--- config.mk ---
export PLATFORM = sky130hd
export DESIGN_NAME = three_rotor_letter_cipher_flat
export DESIGN_NICKNAME = d
export VERILOG_FILES = /design/src/design/trlc_pkg.sv /design/src/design/trlc_if.sv /design/src/design/three_rotor_letter_cipher.sv /design/src/flat_wrapper.sv
export SDC_FILE = /design/constraint.sdc
export NUM_CORES = 1
export LEC_CHECK = 0
export BUFFER_PORTS_ARGS = -buffer_cell sky130_fd_sc_hd__buf_2
export CAP_MARGIN = 20
export CORE_UTILIZATION = 40
export DETAILED_ROUTE_END_ITERATION = 12
export PLACE_DENSITY = 0.55
export REMOVE_ABC_BUFFERS = 1
export SYNTH_ARGS = -nofsm -noshare
export SYNTH_HDL_FRONTEND = slang
export SYNTH_SLANG_ARGS = --single-unit
--- constraint.sdc ---
create_clock -name clk -period 37 [get_ports clk]
set_clock_uncertainty 0.05 [all_clocks]
set_input_delay 11.1 -clock clk [delete_from_list [all_inputs] [get_ports clk]]
set_output_delay 11.1 -clock clk [all_outputs]
set_load 0.005 [all_outputs]
--- src/design/trlc_pkg.sv ---
package trlc_pkg;

  localparam int LETTER_COUNT = 26;

  typedef logic [4:0] letter_t;
  typedef letter_t rotor_table_t [LETTER_COUNT];

  localparam letter_t LAST_LETTER = letter_t'(LETTER_COUNT - 1);

  // forward rotor wirings
  localparam rotor_table_t FWD_A = '{
    5'd4, 5'd10, 5'd12, 5'd5, 5'd11, 5'd6, 5'd3, 5'd16, 5'd21, 5'd25, 5'd13, 5'd19, 5'd14,
    5'd22, 5'd24, 5'd7, 5'd23, 5'd20, 5'd18, 5'd15, 5'd0, 5'd8, 5'd1, 5'd17, 5'd2, 5'd9};
  localparam rotor_table_t FWD_B = '{
    5'd0, 5'd9, 5'd3, 5'd10, 5'd18, 5'd8, 5'd17, 5'd20, 5'd23, 5'd1, 5'd11, 5'd7, 5'd22,
    5'd19, 5'd12, 5'd2, 5'd16, 5'd6, 5'd25, 5'd13, 5'd15, 5'd24, 5'd5, 5'd21, 5'd14, 5'd4};
  localparam rotor_table_t FWD_C = '{
    5'd1, 5'd3, 5'd5, 5'd7, 5'd9, 5'd11, 5'd2, 5'd15, 5'd17, 5'd19, 5'd23, 5'd21, 5'd25,
    5'd13, 5'd24, 5'd4, 5'd8, 5'd22, 5'd6, 5'd0, 5'd10, 5'd12, 5'd20, 5'd18, 5'd16, 5'd14};

  localparam rotor_table_t REFLECTOR = '{
    5'd24, 5'd17, 5'd20, 5'd7, 5'd16, 5'd18, 5'd11, 5'd3, 5'd15, 5'd23, 5'd13, 5'd6, 5'd14,
    5'd10, 5'd12, 5'd8, 5'd4, 5'd1, 5'd5, 5'd25, 5'd2, 5'd22, 5'd21, 5'd9, 5'd0, 5'd19};

  // return-path wirings
  localparam rotor_table_t BACK_A = '{
    5'd20, 5'd22, 5'd24, 5'd6, 5'd0, 5'd3, 5'd5, 5'd15, 5'd21, 5'd25, 5'd1, 5'd4, 5'd2,
    5'd10, 5'd12, 5'd19, 5'd7, 5'd23, 5'd18, 5'd11, 5'd17, 5'd8, 5'd13, 5'd16, 5'd14, 5'd9};
  localparam rotor_table_t BACK_B = '{
    5'd0, 5'd9, 5'd15, 5'd2, 5'd25, 5'd22, 5'd17, 5'd11, 5'd5, 5'd1, 5'd3, 5'd10, 5'd14,
    5'd19, 5'd24, 5'd20, 5'd16, 5'd6, 5'd4, 5'd13, 5'd7, 5'd23, 5'd12, 5'd8, 5'd21, 5'd18};
  localparam rotor_table_t BACK_C = '{
    5'd19, 5'd0, 5'd6, 5'd1, 5'd15, 5'd2, 5'd18, 5'd3, 5'd16, 5'd4, 5'd20, 5'd5, 5'd21,
    5'd13, 5'd25, 5'd7, 5'd24, 5'd8, 5'd23, 5'd9, 5'd22, 5'd11, 5'd17, 5'd10, 5'd14, 5'd12};

  // (a + b) mod 26, both operands already below 26
  function automatic letter_t add_mod(letter_t a, letter_t b);
    logic [5:0] sum;
    sum = {1'b0, a} + {1'b0, b};
    if (sum >= 6'(LETTER_COUNT)) begin
      sum = sum - 6'(LETTER_COUNT);
    end
    return sum[4:0];
  endfunction

  // (a - b) mod 26, both operands already below 26
  function automatic letter_t sub_mod(letter_t a, letter_t b);
    logic [5:0] diff;
    diff = {1'b0, a} + 6'(LETTER_COUNT) - {1'b0, b};
    if (diff >= 6'(LETTER_COUNT)) begin
      diff = diff - 6'(LETTER_COUNT);
    end
    return diff[4:0];
  endfunction

  // codes 26..31 fold back onto 0..5
  function automatic letter_t fold_letter(letter_t a);
    return (a >= letter_t'(LETTER_COUNT)) ? letter_t'(a - letter_t'(LETTER_COUNT)) : a;
  endfunction

endpackage

--- src/design/trlc_if.sv ---
interface plain_if;
  import trlc_pkg::*;
  logic    valid;
  logic    ready;
  letter_t plain_letter;
  modport source (output valid, output plain_letter, input ready);
  modport sink (input valid, input plain_letter, output ready);
endinterface

interface cipher_if;
  import trlc_pkg::*;
  logic    valid;
  logic    ready;
  letter_t cipher_letter;
  modport source (output valid, output cipher_letter, input ready);
  modport sink (input valid, input cipher_letter, output ready);
endinterface

--- src/design/three_rotor_letter_cipher.sv ---
// Three-rotor letter cipher with a fixed reflector. Each item on plain carries one letter
// (0 = a .. 25 = z) and yields one item on cipher. One letter is taken every clock cycle
// when the output side keeps up; a result passes through the stage register and then the
// result register before it shows on cipher. The cycle time is set by the chain of seven
// table lookups and mod-26 adds between those two registers. Rotor positions reset
// to zero and step like a base-26 odometer on every accepted letter, the fast rotor first.
// Letter codes 26..31 act as code minus 26. Back-pressure on cipher stalls both stages.
module three_rotor_letter_cipher
  import trlc_pkg::*;
(
  input  logic     clk,
  input  logic     rst,
  plain_if.sink    plain,
  cipher_if.source cipher
);

  // rotor positions, always kept in 0..25
  letter_t fast_position;
  letter_t middle_position;
  letter_t slow_position;
  letter_t fast_position_next;
  letter_t middle_position_next;
  letter_t slow_position_next;

  // stage register: letter plus the positions it is enciphered with
  logic    stage_valid;
  letter_t stage_letter;
  letter_t stage_fast;
  letter_t stage_middle;
  letter_t stage_slow;

  // result register
  logic    out_valid;
  letter_t out_letter;

  logic    accept;
  logic    out_load;
  letter_t cipher_next;

  // result register is free, or being emptied this cycle
  assign out_load     = stage_valid && (!out_valid || cipher.ready);
  assign plain.ready  = !stage_valid || out_load;
  assign accept       = plain.valid && plain.ready;

  assign cipher.valid         = out_valid;
  assign cipher.cipher_letter = out_letter;

  // odometer stepping
  always_comb begin
    fast_position_next   = fast_position + letter_t'(1);
    middle_position_next = middle_position;
    slow_position_next   = slow_position;
    if (fast_position == LAST_LETTER) begin
      fast_position_next   = '0;
      middle_position_next = middle_position + letter_t'(1);
      if (middle_position == LAST_LETTER) begin
        middle_position_next = '0;
        slow_position_next   = (slow_position == LAST_LETTER) ? '0
                             : slow_position + letter_t'(1);
      end
    end
  end

  // signal path: three rotors forward, reflector, three rotors back
  always_comb begin
    letter_t c;
    c = FWD_A[add_mod(fold_letter(stage_letter), stage_fast)];
    c = FWD_B[add_mod(c, stage_middle)];
    c = FWD_C[add_mod(c, stage_slow)];
    c = REFLECTOR[c];
    c = sub_mod(BACK_C[c], stage_slow);
    c = sub_mod(BACK_B[c], stage_middle);
    c = sub_mod(BACK_A[c], stage_fast);
    cipher_next = c;
  end

  always_ff @(posedge clk) begin
    if (rst) begin
      fast_position   <= '0;
      middle_position <= '0;
      slow_position   <= '0;
      stage_valid     <= 1'b0;
      out_valid       <= 1'b0;
    end else begin
      if (accept) begin
        fast_position   <= fast_position_next;
        middle_position <= middle_position_next;
        slow_position   <= slow_position_next;
        stage_valid     <= 1'b1;
      end else if (out_load) begin
        stage_valid <= 1'b0;
      end
      if (out_load) begin
        out_valid <= 1'b1;
      end else if (cipher.ready) begin
        out_valid <= 1'b0;
      end
    end
  end

  // payload, no reset needed
  always_ff @(posedge clk) begin
    if (accept) begin
      stage_letter <= plain.plain_letter;
      stage_fast   <= fast_position;
      stage_middle <= middle_position;
      stage_slow   <= slow_position;
    end
    if (out_load) begin
      out_letter <= cipher_next;
    end
  end

endmodule

--- src/flat_wrapper.sv ---
// flat-port wrapper written by rule: the top's interface ports become plain ports
module three_rotor_letter_cipher_flat import trlc_pkg::*;
  (clk, rst, plain_valid, plain_plain_letter, plain_ready, cipher_valid, cipher_cipher_letter, cipher_ready);
  plain_if plain_i ();
  cipher_if cipher_i ();
  input  logic clk;
  input  logic rst;
  input wire logic [$bits(plain_i.valid)-1:0] plain_valid;
  input wire logic [$bits(plain_i.plain_letter)-1:0] plain_plain_letter;
  output wire logic [$bits(plain_i.ready)-1:0] plain_ready;
  output wire logic [$bits(cipher_i.valid)-1:0] cipher_valid;
  output wire logic [$bits(cipher_i.cipher_letter)-1:0] cipher_cipher_letter;
  input wire logic [$bits(cipher_i.ready)-1:0] cipher_ready;
  assign plain_i.valid = plain_valid;
  assign plain_i.plain_letter = plain_plain_letter;
  assign plain_ready = plain_i.ready;
  assign cipher_valid = cipher_i.valid;
  assign cipher_cipher_letter = cipher_i.cipher_letter;
  assign cipher_i.ready = cipher_ready;
  three_rotor_letter_cipher u_core (.clk(clk), .rst(rst), .plain(plain_i), .cipher(cipher_i));
endmodule
==> results of run 1 <==
## synthesized netlist by cell type (3+ instances only)
library cell | count | area share
o31ai_1 | 7 | 0.0095
nand4_1 | 7 | 0.0079
nor3b_1 | 3 | 0.0041
nand2b_1 | 5 | 0.0057
a21o_1 | 15 | 0.020
edfxtp_1 | 25 | 0.14
o221ai_1 | 3 | 0.0048
inv_1 | 73 | 0.050
clkbuf_1 | 14 | 0.0095
mux2_2 | 4 | 0.0082
a21oi_1 | 51 | 0.046
nor2b_1 | 7 | 0.0079
o32ai_1 | 3 | 0.0048
o21ai_0 | 32 | 0.029
nand3_1 | 12 | 0.011
xnor2_1 | 26 | 0.041
dfxtp_1 | 17 | 0.062
o22ai_1 | 7 | 0.0079
ha_1 | 90 | 0.20
a211o_1 | 5 | 0.0079
nand2_1 | 53 | 0.036
buf_6 | 3 | 0.0061
xor2_1 | 15 | 0.024
and3_1 | 4 | 0.0045
or2_2 | 3 | 0.0034
a211oi_1 | 9 | 0.012
o211ai_1 | 8 | 0.011
o21a_1 | 7 | 0.0095
mux2i_1 | 21 | 0.038
fa_1 | 6 | 0.022
a31oi_1 | 11 | 0.012
nor3_1 | 15 | 0.014
nor2_1 | 52 | 0.035
mux4_2 | 3 | 0.012
## path summary, 6_finish.rpt
| path | startpoint | to | slack, ps | depth (start not counted) |
|---|---|---|---|---|
| min reg2reg | u_core.fast_position[4] | u_core.stage_fast[4] | 440 | 0 |
| max | cipher_ready | plain_ready | 14190 | 4 |
| max reg2reg | u_core.stage_letter[1] | u_core.cipher.cipher_letter[3] | 17160 | 88 |
| min | u_core.fast_position[4] | u_core.stage_fast[4] | 440 | 0 |
## cell families (layout without fill, tap and decap cells)
group	count (synthesis)	after routing
simple gates	171	171
buf+inv	93	103
fa+ha+maj	96	96
xor+xnor	42	42
mux	28	28
flops	42	42
compound gates	192	192
## stage by stage
step                utilization  worst slack, ps  cells  area [µm²]
finish                    0.443            14190    850        5910
global route              0.443            14110    850        5910
CTS                       0.442            14180    849        5900
detailed placement        0.431            14180    841        5750
global placement          0.431            14250    841        5750
floorplan                     -            14470    645        5420
## layout make-up
cell class	instances	area [µm²]
fillers	1355	7440
well taps	176	220
multi-input cells	529	4050
repair buffers	21	120
flip-flops and latches	42	1090
inverters	74	278
clock buffers	5	125
clock inverters	3	26.3
## layout by cell type, fill, tap and decap left out, types with 4 or more instances in the layout
cell type	n
o21ai_0	32
buf_4	6
a21o_1	15
nor2b_1	7
a31oi_1	11
a211o_1	5
o211ai_1	8
nor3_1	15
mux2i_1	21
fa_1	6
o22ai_1	7
nand2_1	53
and3_1	4
ha_1	90
o31ai_1	7
dfxtp_1	17
clkbuf_16	5
xnor2_1	26
inv_1	73
buf_2	15
mux2_2	4
nand4_1	7
a21oi_1	51
nor2_1	52
a211oi_1	9
xor2_1	15
nand2b_1	5
o21a_1	7
nand3_1	12
edfxtp_1	25
## registers in the layout, summed over array words and instances (netlist names)
signal	cells
u_core.cipher.cipher_letter	5
u_core.fast_position	5
u_core.middle_position	5
u_core.slow_position	5
u_core.stage_fast	5
u_core.stage_letter	5
u_core.stage_middle	5
u_core.stage_slow	5
u_core.cipher.valid	1
u_core.stage_valid	1
## critical path: cells and delay by family
| kind | cells | cell delay [ps] |
|---|---|---|
| buffers and inverters | 2 | 230 |
| AND/OR/NAND/NOR | 2 | 330 |
## per-layer routing
layer	routed length (µm)	vias up	part of all wire	GRT usage
li1	-	2410	-	-
met1	5300	2183	0.47	0.210
met2	5630	63	0.50	0.301
met3	209	4	0.019	0.0115
met4	34	0	0.0030	0.0148
met5	0	-	0	0
==> metrics.cfg, run 1 <==
[route]
vias_per_cell = 5.48
drt_iter0_drc = 237
wl_per_cell_um = 13.1
first_pass_iters = 5
drc = 0
routed_wl_um = 11200
vias = 4660
postRouteAntennaNets = 0

[yosys]
synth_top_family_by_area = compound AO/OA/AOI/OAI gates
ys_warn_count = 0
synth_xor_area_frac = 0.0681
synthMuxAreaShare = 0.0585
async_flop_share = 0
syn_area_mm2 = 0.00552
ys_seq_area_frac = 0.198
ys_seq_elements = 42
synth_cells = 664
synth_edf_count = 25
synth_compound_area_frac = 0.239
synthSimpleGateAreaFrac = 0.143
ys.flop_type = edfxtp_1
synthAdderAreaFrac = 0.226
postSynthAreaPerCell_um2 = 8.31
netlist-cell-type-count = 74

[clock_network]
clockBufferDepth = 2
clkSlewWorstSetupHoldPaths_ps = 70
cts_root_buf = clkbuf_16
insertion_delay_ps = 280
hold_buffers = 0
cts_resized = 0
cts_made_buffers = 5
clock-sinks = 42
htree_levels = 2
cts_tree = done
postCtsSetupRepairBufs = 0

[floorplanning]
initial_core_util = 0.413
coreArea_mm2 = 0.0133
core.rowCount = 42
pin_count = 16
die_w_um = 119
fp.dieArea_mm2 = 0.0143
die_h_um = 119

[sta]
tns_ps = 0
tightest_slew_ps = 1070
min_period_ps = 22810
period_share = 0.617
rsz0062_at_grt = false
setup_viol_count_final = 0
fmaxAchievable_mhz = 43.8
slew_viol_final = 0
slew-limit-headroom = 0.265
hold_ws_ps = 439
finalHoldViolations = 0

[critical_path]
crit_type = in -> out
crit_chain = buf_2 -> nor2b_1 -> nand2_1 -> buf_2
worstPathArrival_ps = 11660
critPathCaptureType = output port
cpMaxStageDelayCell = nor2b_1
path_common_cell = buf_2
worstSetupStartpointType = input pin
path_max_fanout = 4
critPathRequiredTime_ps = 25850
slowest_delay_ps = 230

[grt]
antenna_found_initial = 0
grt_overflow_total = 0
grt_first_pass_wirelength_um = 19600
grt_pass1_vias = 4466
grt_max_degree = 28
track_usage = 0.162

[finish]
syn2layout_area_growth_pct = 7.12
nets = 778
antenna_cells = 0
drive_gt1_frac = 0.0786

[run_status]
status = complete, no violations

[placement]
place.detailed.hpwl_um = 8900
io_buffers = 15
place_congestion = 0.826

[job]
maxCapViolations = 0

[min_path]
hp-class = reg -> reg

Power of run 1 is not shown: default switching activity piles up to over one toggle a cycle in this logic, so the estimate is an artifact.
==> run 2: changes to the inputs <==
--- a/config.mk
+++ b/config.mk
@@ -9,7 +9,7 @@
 export CAP_MARGIN = 20
 export CORE_UTILIZATION = 40
 export DETAILED_ROUTE_END_ITERATION = 12
-export PLACE_DENSITY = 0.55
+export PLACE_DENSITY = 0.57
 export REMOVE_ABC_BUFFERS = 1
 export SYNTH_ARGS = -nofsm -noshare
 export SYNTH_HDL_FRONTEND = slang
==> constraint.sdc (replaced) <==
create_clock -name clk -period 20.6 [get_ports clk]
set_clock_uncertainty 0.05 [all_clocks]
set_input_delay 6.18 -clock clk [delete_from_list [all_inputs] [get_ports clk]]
set_output_delay 6.18 -clock clk [all_outputs]
set_load 0.005 [all_outputs]
==> metrics.cfg, run 2 (synthesis gave the netlist of run 1 again) <==
[finish]
syn2layout_area_growth_pct = 7.78  ; was 7.12%
final_cell_mix = ha_1, inv_1, nand2_1  ; unchanged
final_common_cell = ha_1  ; unchanged
multi_input_area_mm2 = 0.00409  ; was 0.00405 mm²
seq_area_mm2 = 0.00109  ; unchanged
nets = 778  ; unchanged
antenna_cells = 0  ; unchanged
drive_gt1_frac = 0.0861  ; was 0.0786
n_fill_cell = 1339  ; was 1355

[clock_network]
postCtsSetupRepairBufs = 0  ; unchanged
cts_made_buffers = 5  ; unchanged
clock-sinks = 42  ; unchanged
clkSlewWorstSetupHoldPaths_ps = 60  ; was 70 ps
cts_resized = 0  ; unchanged
cts_root_buf = clkbuf_16  ; unchanged
insertion_delay_ps = 280  ; about the same
hold_buffers = 0  ; unchanged
clockBufferDepth = 2  ; unchanged
htree_levels = 2  ; unchanged
cts_tree = done  ; unchanged

[critical_path]
worstSetupStartpointType = flip-flop  ; was input pin
cpMaxStageDelayCell = mux4_2  ; was nor2b_1
crit-reg2reg-launch = u_core.stage_letter[1]  ; unchanged
crit_start = u_core.stage_letter[1]  ; was cipher_ready
slowest_delay_ps = 570  ; was 230 ps
reg2reg_to = u_core.cipher.cipher_letter[3]  ; unchanged
crit_type = reg -> reg  ; was in -> out
worst-r2r-setup-slack_ps = 1860  ; was 17160 ps
endpoint = u_core.cipher.cipher_letter[3]  ; was plain_ready
critPathCaptureType = flip-flop  ; was output port
r2r_cells = 89  ; was 88
cp.depth = 89  ; was 4
path_max_fanout = 12  ; was 4
critPathRequiredTime_ps = 20570  ; was 25850 ps
path_buf_inv = 15  ; was 2
path_common_cell = inv_1  ; was buf_2
worstPathArrival_ps = 18710  ; was 11660 ps
cp_top_family = adder cells  ; was simple AND/OR/NAND/NOR gates

[route]
first_pass_iters = 4  ; was 5
wl_per_cell_um = 13.2  ; was 13.1 µm
wl_met3_um = 307  ; was 209 µm
vias_per_cell = 5.46  ; was 5.48
postRouteAntennaNets = 0  ; unchanged
wl_met1_um = 5170  ; was 5300 µm
routed_wl_um = 11200  ; about the same
top_layer = met4  ; unchanged
route.met2.wl_um = 5710  ; was 5630 µm
drc = 0  ; unchanged
vias = 4641  ; was 4660
drt_iter0_drc = 241  ; was 237

[floorplanning]
initial_core_util = 0.413  ; unchanged
die_w_um = 119  ; unchanged
coreArea_mm2 = 0.0133  ; unchanged
die_h_um = 119  ; unchanged
pin_count = 16  ; unchanged
core.rowCount = 42  ; unchanged
fp.dieArea_mm2 = 0.0143  ; unchanged

[placement]
io_buffers = 15  ; unchanged
place.detailed.hpwl_um = 8930  ; was 8900 µm
place_congestion = 0.846  ; was 0.826

[sta]
setup_viol_count_final = 0  ; unchanged
fmaxAchievable_mhz = 53.4
finalHoldViolations = 0  ; unchanged
tns_ps = 0  ; unchanged
rsz0062_at_grt = false  ; unchanged
min_period_ps = 18740
slew-limit-headroom = 0.503  ; was 0.265
period_share = 0.910
tightest_slew_ps = 741  ; was 1070 ps
slew_viol_final = 0  ; unchanged

[min_path]
whs_path_depth = 0  ; unchanged
hp-class = reg -> reg  ; unchanged

[grt]
grt_pass1_vias = 4406  ; was 4466
track_usage = 0.163  ; was 0.162
grt_max_degree = 28  ; unchanged
grt_first_pass_wirelength_um = 19600  ; about the same
grt_overflow_total = 0  ; unchanged
antenna_found_initial = 0  ; unchanged

[job]
maxCapViolations = 0  ; unchanged

[run_status]
status = complete, no violations  ; unchanged

-- run 2: cell types whose count changed in the layout (fill, tap and decap cells not counted), sizes merged --
cell    before  now
clkbuf       5    6
clkinv       1    3
inv         76   73
-- run 2: layout make-up --
type / instances / share of cell area
Inverter: 74 / 0.0467
Multi-Input combinational cell: 529 / 0.688
Sequential cell: 42 / 0.184
Tap cell: 176 / 0.0370
Clock inverter: 2 / 0.00232
Clock buffer: 6 / 0.0217
Timing Repair Buffer: 21 / 0.0202
-- run 2: how the worst min path moves through the flow --
stage                               from                     end  slack [ps]
6_report       u_core.middle_position[4]  u_core.stage_middle[4]         430
5_1_grt          u_core.fast_position[4]    u_core.stage_fast[4]         440
4_1_cts        u_core.middle_position[4]  u_core.stage_middle[4]         440
3_5_place_dp   u_core.middle_position[4]  u_core.stage_middle[4]         410
3_3_place_gp     u_core.fast_position[4]    u_core.stage_fast[4]         410
2_1_floorplan    u_core.fast_position[4]    u_core.stage_fast[4]         390
-- run 2: metrics by stage --
step                       util  hold WS [ps]  setup WS (ps)  instances  cell area (µm²)
after global placement    0.431           406           1670        841             5750
final                     0.445           430           1860        850             5940
after CTS                 0.441           436           1040        849             5890
after floorplan               -           392           2680        645             5420
after global routing      0.445           443           46.4        850             5940
after detailed placement  0.431           414           1130        841             5750
-- run 2: metal layers --
| metal | global-route usage | vias up |
|---|---|---|
| met2 | 0.300 | 66 |
| met1 | 0.204 | 2164 |
| met4 | 0.0180 | 0 |
| met5 | 0 | - |
| li1 | - | 2405 |
| met3 | 0.0249 | 6 |
Power of run 2 is left out for the same reason.
